$ cat src/sv/rtcb_pkg.sv
package rtcb_pkg;

    // Number of time fields carried in one burst
    localparam int NUM_FIELDS = 7;

    // Command and data bytes sent on the serial link
    localparam logic [7:0] CMD_BURST = 8'hBE;
    localparam logic [7:0] CMD_WP    = 8'h8E;
    localparam logic [7:0] READ_BIT  = 8'h81;
    localparam logic [7:0] WRITE_BIT = 8'h80;
    localparam logic [7:0] WP_ON     = 8'h80;
    localparam logic [7:0] WP_OFF    = 8'h00;

    // Per-field limits for set values and masks for read bytes
    localparam logic [7:0] SET_LIMIT [NUM_FIELDS] =
        '{8'd60, 8'd60, 8'd24, 8'd32, 8'd13, 8'd8, 8'd100};
    localparam logic [7:0] READ_MASK [NUM_FIELDS] =
        '{8'h7F, 8'h7F, 8'h3F, 8'h3F, 8'h1F, 8'h07, 8'h7F};

    // Largest quotient that any limit can give on an 8-bit value
    localparam int MOD_MAX_QUOT = 255 / 8;

    // Sequencer steps
    typedef enum logic [3:0] {
        ST_IDLE    = 4'd0,
        ST_RD_CMD  = 4'd1,
        ST_RD_DATA = 4'd2,
        ST_RD_END  = 4'd3,
        ST_WP_CMD  = 4'd4,
        ST_WP_DATA = 4'd5,
        ST_WP_END  = 4'd6,
        ST_BU_CMD  = 4'd7,
        ST_BU_DATA = 4'd8,
        ST_SET_END = 4'd9
    } rtcb_step_t;

    // One request: a half-bit tick with an optional start
    typedef struct packed {
        logic       start_req;
        logic       req_type;
        logic [7:0] set_second;
        logic [7:0] set_minute;
        logic [7:0] set_hour;
        logic [7:0] set_day;
        logic [7:0] set_month;
        logic [7:0] set_weekday;
        logic [7:0] set_year;
        logic       sda_in;
    } rtcb_in_t;

    // One result: pin levels, done pulse and the last time read
    typedef struct packed {
        logic       sclk;
        logic       sda_out;
        logic       sda_drive;
        logic       chip_enable;
        logic       done_res;
        logic [6:0] second;
        logic [6:0] minute;
        logic [5:0] hour;
        logic [5:0] day;
        logic [4:0] month;
        logic [2:0] weekday;
        logic [6:0] year;
    } rtcb_out_t;

    // Remainder by a small constant through parallel compares against its multiples
    function automatic logic [7:0] mod_small(input logic [7:0] x, input logic [7:0] lim);
        logic [7:0]  r;
        logic [15:0] m;
        r = x;
        for (int k = 1; k <= MOD_MAX_QUOT; k++) begin
            m = 16'(k) * {8'd0, lim};
            if ({8'd0, x} >= m) begin
                r = x - m[7:0];
            end
        end
        return r;
    endfunction

    // Binary below one hundred to two BCD digits
    function automatic logic [7:0] to_bcd(input logic [7:0] v);
        logic [3:0] tens;
        logic [3:0] ones;
        logic [7:0] m;
        tens = 4'd0;
        ones = v[3:0];
        for (int k = 1; k <= 9; k++) begin
            m = 8'(k * 10);
            if (v >= m) begin
                tens = 4'(k);
                ones = 4'(v - m);
            end
        end
        return {tens, ones};
    endfunction

    // Masked BCD byte (at most 0x7F) to binary
    function automatic logic [6:0] from_bcd(input logic [7:0] b);
        logic [2:0] hi;
        hi = b[6:4];
        return 7'({hi, 3'b000}) + 7'({hi, 1'b0}) + 7'(b[3:0]);
    endfunction

endpackage

$ cat src/sv/rtc_three_wire_burst_master_core.sv
// A request waits in the request register, its result in the result register.
// One request per cycle unless results stall; sequencer updates once per request.
// The result register lets the next request enter while a result waits to be taken.
// Reset (rst_n low, asynchronous) empties both registers, sets the sequencer idle,
// and clears the shift byte, bit and byte counters and the stored time to zero.
module rtc_three_wire_burst_master_core
    import rtcb_pkg::*;
(
    input  logic      clk,
    input  logic      rst_n,
    input  logic      in_valid,
    output logic      in_ready,
    input  rtcb_in_t  in_data,
    output logic      out_valid,
    input  logic      out_ready,
    output rtcb_out_t out_data
);

    logic                        in_vld_reg,  in_vld_next;
    rtcb_in_t                    in_reg;
    logic                        out_vld_reg, out_vld_next;
    rtcb_out_t                   out_reg;
    logic                        advance;
    logic [NUM_FIELDS-1:0][7:0]  set_bcd;
    rtcb_out_t                   result;

    // The held request moves on when the result register is free or being emptied
    assign advance  = in_vld_reg && (!out_vld_reg || out_ready);
    assign in_ready = !in_vld_reg || advance;

    // Valid flags of the two registers
    always_comb
    begin
        if (in_valid && in_ready) begin
            in_vld_next = 1'b1;
        end else if (advance) begin
            in_vld_next = 1'b0;
        end else begin
            in_vld_next = in_vld_reg;
        end

        if (advance) begin
            out_vld_next = 1'b1;
        end else if (out_ready) begin
            out_vld_next = 1'b0;
        end else begin
            out_vld_next = out_vld_reg;
        end
    end

    always_ff @(posedge clk or negedge rst_n)
    begin
        if (!rst_n) begin
            in_vld_reg  <= 1'b0;
            out_vld_reg <= 1'b0;
        end else begin
            in_vld_reg  <= in_vld_next;
            out_vld_reg <= out_vld_next;
        end
    end

    // Request and result payload registers
    always_ff @(posedge clk)
    begin
        if (in_valid && in_ready) begin
            in_reg <= in_data;
        end
        if (advance) begin
            out_reg <= result;
        end
    end

    // Set value conversion
    rtcb_conv u_conv (
        .item    (in_reg),
        .set_bcd (set_bcd)
    );

    // Sequencer and pin logic
    rtcb_engine u_engine (
        .clk     (clk),
        .rst_n   (rst_n),
        .en      (advance),
        .item    (in_reg),
        .set_bcd (set_bcd),
        .result  (result)
    );

    assign out_valid = out_vld_reg;
    assign out_data  = out_reg;

endmodule

$ cat src/sv/rtcb_conv.sv
module rtcb_conv
    import rtcb_pkg::*;
(
    input  rtcb_in_t                      item,
    output logic [NUM_FIELDS-1:0][7:0]    set_bcd
);

    logic [7:0] raw [NUM_FIELDS];

    // Gather the set values in burst order
    always_comb
    begin
        raw[0] = item.set_second;
        raw[1] = item.set_minute;
        raw[2] = item.set_hour;
        raw[3] = item.set_day;
        raw[4] = item.set_month;
        raw[5] = item.set_weekday;
        raw[6] = item.set_year;
    end

    // Reduce each value by its limit and encode it as BCD
    always_comb
    begin
        for (int i = 0; i < NUM_FIELDS; i++) begin
            set_bcd[i] = to_bcd(mod_small(raw[i], SET_LIMIT[i]));
        end
    end

endmodule

$ cat src/sv/rtcb_engine.sv
module rtcb_engine
    import rtcb_pkg::*;
(
    input  logic                          clk,
    input  logic                          rst_n,
    input  logic                          en,
    input  rtcb_in_t                      item,
    input  logic [NUM_FIELDS-1:0][7:0]    set_bcd,
    output rtcb_out_t                     result
);

    rtcb_step_t  step_reg,     step_next;
    logic        phase_reg,    phase_next;
    logic [2:0]  bit_idx_reg,  bit_idx_next;
    logic [3:0]  byte_idx_reg, byte_idx_next;
    logic [7:0]  shift_reg,    shift_next;
    logic [6:0]  time_reg  [NUM_FIELDS];
    logic [6:0]  time_next [NUM_FIELDS];
    logic [7:0]  pend_reg  [NUM_FIELDS];
    logic [7:0]  pend_next [NUM_FIELDS];

    logic        sclk;
    logic        sda;
    logic        drive;
    logic        ce;
    logic        done;
    logic        reading;
    logic        byte_done;
    logic [2:0]  slot;

    // Control state registers
    always_ff @(posedge clk or negedge rst_n)
    begin
        if (!rst_n) begin
            step_reg     <= ST_IDLE;
            phase_reg    <= 1'b0;
            bit_idx_reg  <= 3'd0;
            byte_idx_reg <= 4'd0;
            shift_reg    <= 8'd0;
            for (int i = 0; i < NUM_FIELDS; i++) begin
                time_reg[i] <= 7'd0;
            end
        end else if (en) begin
            step_reg     <= step_next;
            phase_reg    <= phase_next;
            bit_idx_reg  <= bit_idx_next;
            byte_idx_reg <= byte_idx_next;
            shift_reg    <= shift_next;
            time_reg     <= time_next;
        end
    end

    // Pending set bytes are only read after a set request has loaded them
    always_ff @(posedge clk)
    begin
        if (en) begin
            pend_reg <= pend_next;
        end
    end

    // Next step, pin levels and captured time for one tick
    always_comb
    begin
        step_next     = step_reg;
        phase_next    = phase_reg;
        bit_idx_next  = bit_idx_reg;
        byte_idx_next = byte_idx_reg;
        shift_next    = shift_reg;
        time_next     = time_reg;
        pend_next     = pend_reg;
        sclk          = 1'b0;
        sda           = 1'b1;
        drive         = 1'b1;
        ce            = 1'b0;
        done          = 1'b0;
        reading       = 1'b0;
        byte_done     = 1'b0;
        slot          = 3'd0;

        // A start is taken only while idle
        if (step_reg == ST_IDLE && item.start_req) begin
            phase_next    = 1'b0;
            bit_idx_next  = 3'd0;
            byte_idx_next = 4'd0;
            if (item.req_type) begin
                for (int i = 0; i < NUM_FIELDS; i++) begin
                    pend_next[i] = set_bcd[i];
                end
                step_next  = ST_WP_CMD;
                shift_next = WRITE_BIT | CMD_WP;
            end else begin
                step_next  = ST_RD_CMD;
                shift_next = READ_BIT | CMD_BURST;
            end
        end

        unique case (step_next)
            ST_IDLE:
            begin
            end
            ST_RD_END, ST_SET_END:
            begin
                done      = 1'b1;
                step_next = ST_IDLE;
            end
            ST_WP_END:
            begin
                step_next    = ST_BU_CMD;
                shift_next   = WRITE_BIT | CMD_BURST;
                phase_next   = 1'b0;
                bit_idx_next = 3'd0;
            end
            ST_RD_CMD, ST_RD_DATA, ST_WP_CMD, ST_WP_DATA, ST_BU_CMD, ST_BU_DATA:
            begin
                reading = (step_next == ST_RD_DATA);
                ce      = 1'b1;
                drive   = !reading;
                if (!phase_next) begin
                    // Low half of the bit: sample when reading, present when writing
                    sclk = 1'b0;
                    if (reading) begin
                        shift_next = {item.sda_in, shift_next[7:1]};
                        sda        = 1'b0;
                    end else begin
                        sda = shift_next[0];
                    end
                    phase_next = 1'b1;
                end else begin
                    // High half of the bit: shift on when writing
                    sclk = 1'b1;
                    if (reading) begin
                        sda = 1'b0;
                    end else begin
                        sda        = shift_next[0];
                        shift_next = {1'b0, shift_next[7:1]};
                    end
                    phase_next = 1'b0;
                    if (bit_idx_next == 3'd7) begin
                        bit_idx_next = 3'd0;
                        byte_done    = 1'b1;
                    end else begin
                        bit_idx_next = bit_idx_next + 3'd1;
                    end
                end

                // Byte boundary: move on within the transaction
                if (byte_done) begin
                    unique case (step_next)
                        ST_RD_CMD:
                        begin
                            step_next     = ST_RD_DATA;
                            byte_idx_next = 4'd0;
                            shift_next    = 8'd0;
                        end
                        ST_RD_DATA:
                        begin
                            slot            = byte_idx_next[2:0];
                            time_next[slot] = from_bcd(shift_next & READ_MASK[slot]);
                            byte_idx_next   = byte_idx_next + 4'd1;
                            shift_next      = 8'd0;
                            if (byte_idx_next >= 4'(NUM_FIELDS)) begin
                                step_next = ST_RD_END;
                            end
                        end
                        ST_WP_CMD:
                        begin
                            step_next  = ST_WP_DATA;
                            shift_next = WP_OFF;
                        end
                        ST_WP_DATA:
                        begin
                            step_next = ST_WP_END;
                        end
                        ST_BU_CMD:
                        begin
                            step_next     = ST_BU_DATA;
                            byte_idx_next = 4'd0;
                            shift_next    = pend_next[0];
                        end
                        default:
                        begin
                            byte_idx_next = byte_idx_next + 4'd1;
                            if (byte_idx_next < 4'(NUM_FIELDS)) begin
                                slot       = byte_idx_next[2:0];
                                shift_next = pend_next[slot];
                            end else if (byte_idx_next == 4'(NUM_FIELDS)) begin
                                shift_next = WP_ON;
                            end else begin
                                step_next = ST_SET_END;
                            end
                        end
                    endcase
                end
            end
            default:
            begin
                step_next = ST_IDLE;
            end
        endcase
    end

    // Result of this tick
    always_comb
    begin
        result.sclk        = sclk;
        result.sda_out     = sda;
        result.sda_drive   = drive;
        result.chip_enable = ce;
        result.done_res    = done;
        result.second      = time_next[0];
        result.minute      = time_next[1];
        result.hour        = time_next[2][5:0];
        result.day         = time_next[3][5:0];
        result.month       = time_next[4][4:0];
        result.weekday     = time_next[5][2:0];
        result.year        = time_next[6];
    end

endmodule

$ cat config.mk
export PLATFORM = sky130hd
export DESIGN_NAME = rtc_three_wire_burst_master_core
export DESIGN_NICKNAME = d
export VERILOG_FILES = /design/src/sv/rtcb_pkg.sv /design/src/sv/rtc_three_wire_burst_master_core.sv /design/src/sv/rtcb_conv.sv /design/src/sv/rtcb_engine.sv
export SDC_FILE = /design/constraint.sdc
export NUM_CORES = 1
export LEC_CHECK = 0
export BUFFER_PORTS_ARGS = -buffer_cell sky130_fd_sc_hd__buf_2
export CAP_MARGIN = 20
export CORE_UTILIZATION = 30
export DETAILED_ROUTE_END_ITERATION = 10
export GPL_TIMING_DRIVEN = 0
export PLACE_DENSITY = 0.42
export SLEW_MARGIN = 20
export SYNTH_ARGS = -nofsm -noshare
export SYNTH_HDL_FRONTEND = slang
export SYNTH_HIERARCHICAL = 1
export SYNTH_SLANG_ARGS = --single-unit
$ cat constraint.sdc
create_clock -name clk -period 13.11 [get_ports clk]
set_input_delay 2.622 -clock clk [delete_from_list [all_inputs] [get_ports clk]]
set_output_delay 2.622 -clock clk [all_outputs]
set_load 0.1 [all_outputs]
== Word level (Yosys, flattened, before mapping) ==
Memories as Yosys holds them, arrays and structs flattened.
Cells that the tools add are included.

* Add/subtract/negate cells: 144
* Multiply operators: 0
* Divide/modulo/power cells: 0
* Order comparisons: 145
* Eq/ne operators: 11
* Shift-type cells: 0
* Muxes and demuxes: 257
* Bitwise gates (word level): 3
* Reductions and logical operators: 19

{| class="wikitable"
|+ Operators with widths
! cell !! count
|-
| two-way mux 8 bit || 87
|-
| two-way mux 4 bit || 85
|-
| >= comparator 8 x 7 -> 1 bit (second input constant) || 42
|-
| >= comparator 8 bit (second input constant) || 40
|-
| subtractor 8 bit (second input constant) || 40
|-
| >= comparator 8 x 6 -> 1 bit (second input constant) || 31
|-
| subtractor 8 x 7 -> 8 bit (second input constant) || 21
|-
| two-way mux 49 bit || 3
|-
| >= comparator 8 x 5 -> 1 bit (second input constant) || 18
|-
| subtractor 4 bit (second input constant) || 35
|-
| two-way mux 56 bit || 2
|-
| two-way mux 3 bit || 32
|-
| subtractor 8 x 6 -> 8 bit (second input constant) || 10
|-
| >= comparator 8 x 4 -> 1 bit (second input constant) || 9
|-
| subtractor 4 x 3 -> 4 bit (second input constant) || 14
|-
| bitwise mux 49 bit || 1
|-
| subtractor 8 x 5 -> 8 bit (second input constant) || 4
|-
| two-way mux 2 bit || 14
|-
| subtractor 4 x 1 -> 4 bit (second input constant) || 7
|-
| subtractor 4 x 2 -> 4 bit (second input constant) || 7
|-
| binary-select mux 8 bit (select 3 bit) || 1
|-
| case mux 8 bit (3 select lines) || 1
|-
| demux 7 bit (select 3 bit) || 1
|-
| two-way mux 7 bit || 3
|-
| other kinds (33) || 71
|}

* Bits in registers: 232
* Latch bits: 0
* Memory bits (writable): 0
* ROM bits: 64
* Output and inout bits: 48
* Logic and storage cells: 627
* Memories: 1

{| class="wikitable"
|+ Memory list
! memory !! words !! width !! rd ports !! clocked after memory_dff !! wr ports !! RTL line !! text
|-
| (no name shown) || 8 || 8 || 1 || 0 || 0 || rtcb_engine.sv:158 || <nowiki>time_next[slot] = from_bcd(shift_next & READ_MASK[slot]);</nowiki>
|}

== Depth between registers and ports, before layout ==
* Depth after elaboration: 51
* Mapped depth: 28
* Mapped depth without buffers: 24

== Modules after synthesis ==
Netlist, hierarchy kept.

{| class="wikitable"
|+ By module, submodules not included
! module !! instances !! cells an instance !! area each (µm²) !! seq. area each (µm²)
|-
| rtcb_conv || 1 || 2164 || 14257.4 || 0.0
|-
| rtcb_engine || 1 || 736 || 7109.3 || 3208.1
|-
| rtc_three_wire_burst_master_core || 1 || 113 || 3256.9 || 3203.1
|}

== Least setup slack after synthesis ==
Ideal clock, no wire load.

* Path type: in2reg
* From: input out_ready
* To: register u_engine.shift_reg[1]
* Arrival: 6.371 ns
* Data required time: 12.971 ns
* Setup slack: 6.600 ns
* Cell stages on the path: 7
* Buffers on the path: 1
* Cell sequence: nand2b_1 > and2_1 > clkbuf_1 > and2_0 > o21ai_0 > a2111oi_0 > a21oi_1

* Cells in the longest elaborated chain, start to end: 2

{| class="wikitable"
|+ Ends and longest elaborated chain
! element !! RTL line !! text
|-
| start: declaration || rtc_three_wire_burst_master_core.sv:15 || <nowiki>input logic out_ready,</nowiki>
|-
| logical OR 1 bit || rtc_three_wire_burst_master_core.sv:28 || <nowiki>assign advance = in_vld_reg && (!out_vld_reg || out_ready);</nowiki>
|-
| logical AND 1 bit || rtc_three_wire_burst_master_core.sv:28 ||
|-
| net advance || rtc_three_wire_burst_master_core.sv:23 || <nowiki>logic advance;</nowiki>
|-
| end signal: assignment || rtcb_engine.sv:48 || <nowiki>shift_reg <= shift_next;</nowiki>
|-
| end: declaration || rtcb_engine.sv:16 || <nowiki>logic [7:0] shift_reg, shift_next;</nowiki>
|}

The timed path passes the listed nets, and every way through them passes these cells.
A chain may end at the register's enable or synchronous reset.

==> qor.yml <==
synth_edf_count: 161
setup_viol: 0
clk_pin_slew_worst_paths_ns: 0.05
area_growth_pct: 12.3
cts_sinks: 224
dp_cells: 4186
fin_tns_setup_ns: 0
seq_area_frac_synth: 0.260
worst-slew-pin-transition_ns: 1.13
root_buffer: "clkbuf_16"
htree_levels: 2
cp_max_fo: 11
final.min_clock_period_ns: 7.48
hold_viol: 0
die_w_um: 288
synth_area_um2: 24600
synthArstFlopShare: 0.281
clk_latency_ns: 0.57
gr-usage-all-layers: 0.235
routed_wl_um: 100000
vdd_drop_max_mv: 0.191
io-pin-count: 111
dpl.hpwl_um: 74700
crit_arrival_ns: 7.98
cp-end-kind: "register"
relSlewSlack: 0.241
hp-class: "register to register"
syn_inst: 3013
critical_path_class: "register to register"
cts_setup_buffers: 0
drt_pre_antenna_iters: 9
setup.worst_path.start_class: "register"
power_density_nw_per_um2: 132
grt_max_degree: 60
io_buffers: 110
cts.path.max_buffers: 3
cts_resized: 0
drt_iter0_drc: 2982
coreArea_um2: 80800
finalWeightedCongestion: 0.977
die-height_um: 288
holdPathStages: 2
numCtsBuffers: 34
final_util: 0.342
first_global_vias: 24823
final_cells: 4249
multi_input_area_um2: 16800
overflow: 0
largest_reg_flops: 59
num_rows: 104
drc_errors: 9
max_clock_freq_ghz: 0.134
nets: 3389
avgSynthCellArea_um2: 8.17
viasPerCell: 6.04
rsz0062_at_grt: "no"
wl_per_cell_um: 23.6
dieArea_um2: 83200
syn_nets: 3240
fillers: 8472
regArea_um2: 6410
grt_antenna_before_repair: 2
fin_crit_sh: 0.571
drive_gt1_frac: 0.133
slew_viol_final: 0
yosysUniqueCellTypes: 121
yosysWarnings: 6
r2r_cells: 25
cp.required_ns: 13.60
vias: 25682
fin_skew_ns: 0.0196
status: "complete, but fails checks"
drv_cap: 0
ys_seq_elements: 224
ctsHoldBuffers: 0
violations: "design-rule violations"
cts_tree: "built"
start_util: 0.305
grt_pass1_wl_um: 153000
p_leak_nw: 10.7
synth-main-ff-cell: "edfxtp_1"
ant_nets: 0
[power breakdown]
group          total (mW)  switching [mW]  internal (mW)
Combinational        1.86            1.28          0.578
Sequential          0.913          0.0567          0.857
Clock               0.875           0.366          0.509
Total                3.65            1.70           1.94
[stage by stage]
step                      hold slack [ns]  instance area, um^2  power [mW]  worst slack (ns)
after floorplan                     0.442                24600        2.18              6.60
after global placement              0.461                26500        2.77              4.73
after detailed placement            0.470                26600        2.77              5.88
after CTS                           0.482                27600        3.68              5.86
after global routing                0.500                27600        3.90              5.35
final                               0.480                27600        3.65              5.63
[final timing paths]
kind | from | end | slack (ns)
setup / recovery | in_reg[13]$_DFFE_PP_ | u_engine/shift_reg[3]$_DFFE_PN0P_ | 5.63
hold / removal | u_engine/time_reg[38]$_DFFE_PN0P_ | u_engine/time_reg[38]$_DFFE_PN0P_ | 0.48
setup reg to reg | in_reg[13]$_DFFE_PP_ | u_engine/shift_reg[3]$_DFFE_PN0P_ | 5.63
hold reg to reg | u_engine/time_reg[38]$_DFFE_PN0P_ | u_engine/time_reg[38]$_DFFE_PN0P_ | 0.48
max in group asynchronous | rst_n | u_engine/bit_idx_reg[2]$_DFFE_PN0P_ | 10.58
min in group asynchronous | rst_n | u_engine/time_reg[28]$_DFFE_PN0P_ | 1.99
[per-layer routing]
layer	global-route usage	wire length (um)	vias up
met5	0	13	-
met4	0.0815	3250	2
met3	0.0384	7710	202
met2	0.379	45600	1208
met1	0.316	43800	12504
li1	-	-	11766
[critical path, stage by stage (launching register included)]
cell and delay, ns:
edfxtp_1 0.69, buf_2 0.34, clkinv_1 0.55, ha_1 0.47, nor2b_1 0.14, clkbuf_1 0.31
buf_2 0.32, a221oi_1 0.68, nand3_1 0.17, a21oi_1 0.17, nand4_1 0.15, a211oi_1 0.51
or2_1 0.19, buf_6 0.16, inv_4 0.06, ha_1 0.20, o21ai_0 0.14, nor2b_1 0.33
mux2_2 0.39, o211a_1 0.24, a2111oi_2 0.27, mux2_2 0.23, nand2b_1 0.10, a311oi_1 0.11
a2111o_1 0.34, a21oi_1 0.14
[kinds of logic after synthesis]
group,synth area share
simple gates,0.211
xor+xnor,0.0256
flops,0.260
buf+inv,0.0576
compound gates,0.311
fa+ha+maj,0.0839
mux,0.0512
[synthesized netlist by cell type, types with 28 or more instances]
master | n | area, um^2
nor3_1 | 72 | 360
clkbuf_1 | 114 | 428
a21oi_1 | 219 | 1100
nand2b_1 | 48 | 300
buf_2 | 56 | 280
and3_1 | 35 | 219
edfxtp_1 | 161 | 4830
inv_1 | 122 | 458
and2_1 | 39 | 244
o31ai_1 | 34 | 255
nor2b_1 | 41 | 257
mux2_2 | 75 | 845
nand3_1 | 87 | 435
xnor2_1 | 61 | 534
a31oi_1 | 59 | 369
a211oi_1 | 51 | 383
nand4_1 | 30 | 188
o21ai_0 | 231 | 1160
o21a_1 | 28 | 210
dfrtp_1 | 63 | 1580
mux2i_1 | 34 | 340
ha_1 | 162 | 2030
o211ai_1 | 42 | 315
nand2_1 | 325 | 1220
a21o_1 | 47 | 353
nor2_1 | 174 | 653
[final cells by class]
cell class	count	share of cell area
Inverter	131	0.0180
Timing Repair Buffer	113	0.0220
Clock inverter	19	0.00629
Buffer	200	0.0334
Clock buffer	43	0.0324
Tap cell	1060	0.0480
Antenna cell	1	0.0000905
Sequential cell	224	0.232
Multi-Input combinational cell	2458	0.608
[cell usage in the layout, fill, tap and decap left out, types with 41 or more instances in the layout]
cell type / count
dfrtp_1: 63
a211oi_1: 51
nand2b_1: 48
o21ai_0: 231
nand3_1: 87
o211ai_1: 42
mux2_2: 75
nor3_1: 72
nor2b_1: 41
inv_1: 122
buf_2: 165
nor2_1: 174
clkbuf_1: 122
ha_1: 162
a21oi_1: 219
xnor2_1: 61
edfxtp_1: 161
nand2_1: 325
a31oi_1: 59
a21o_1: 47
Power figures use the tool's default switching activity.
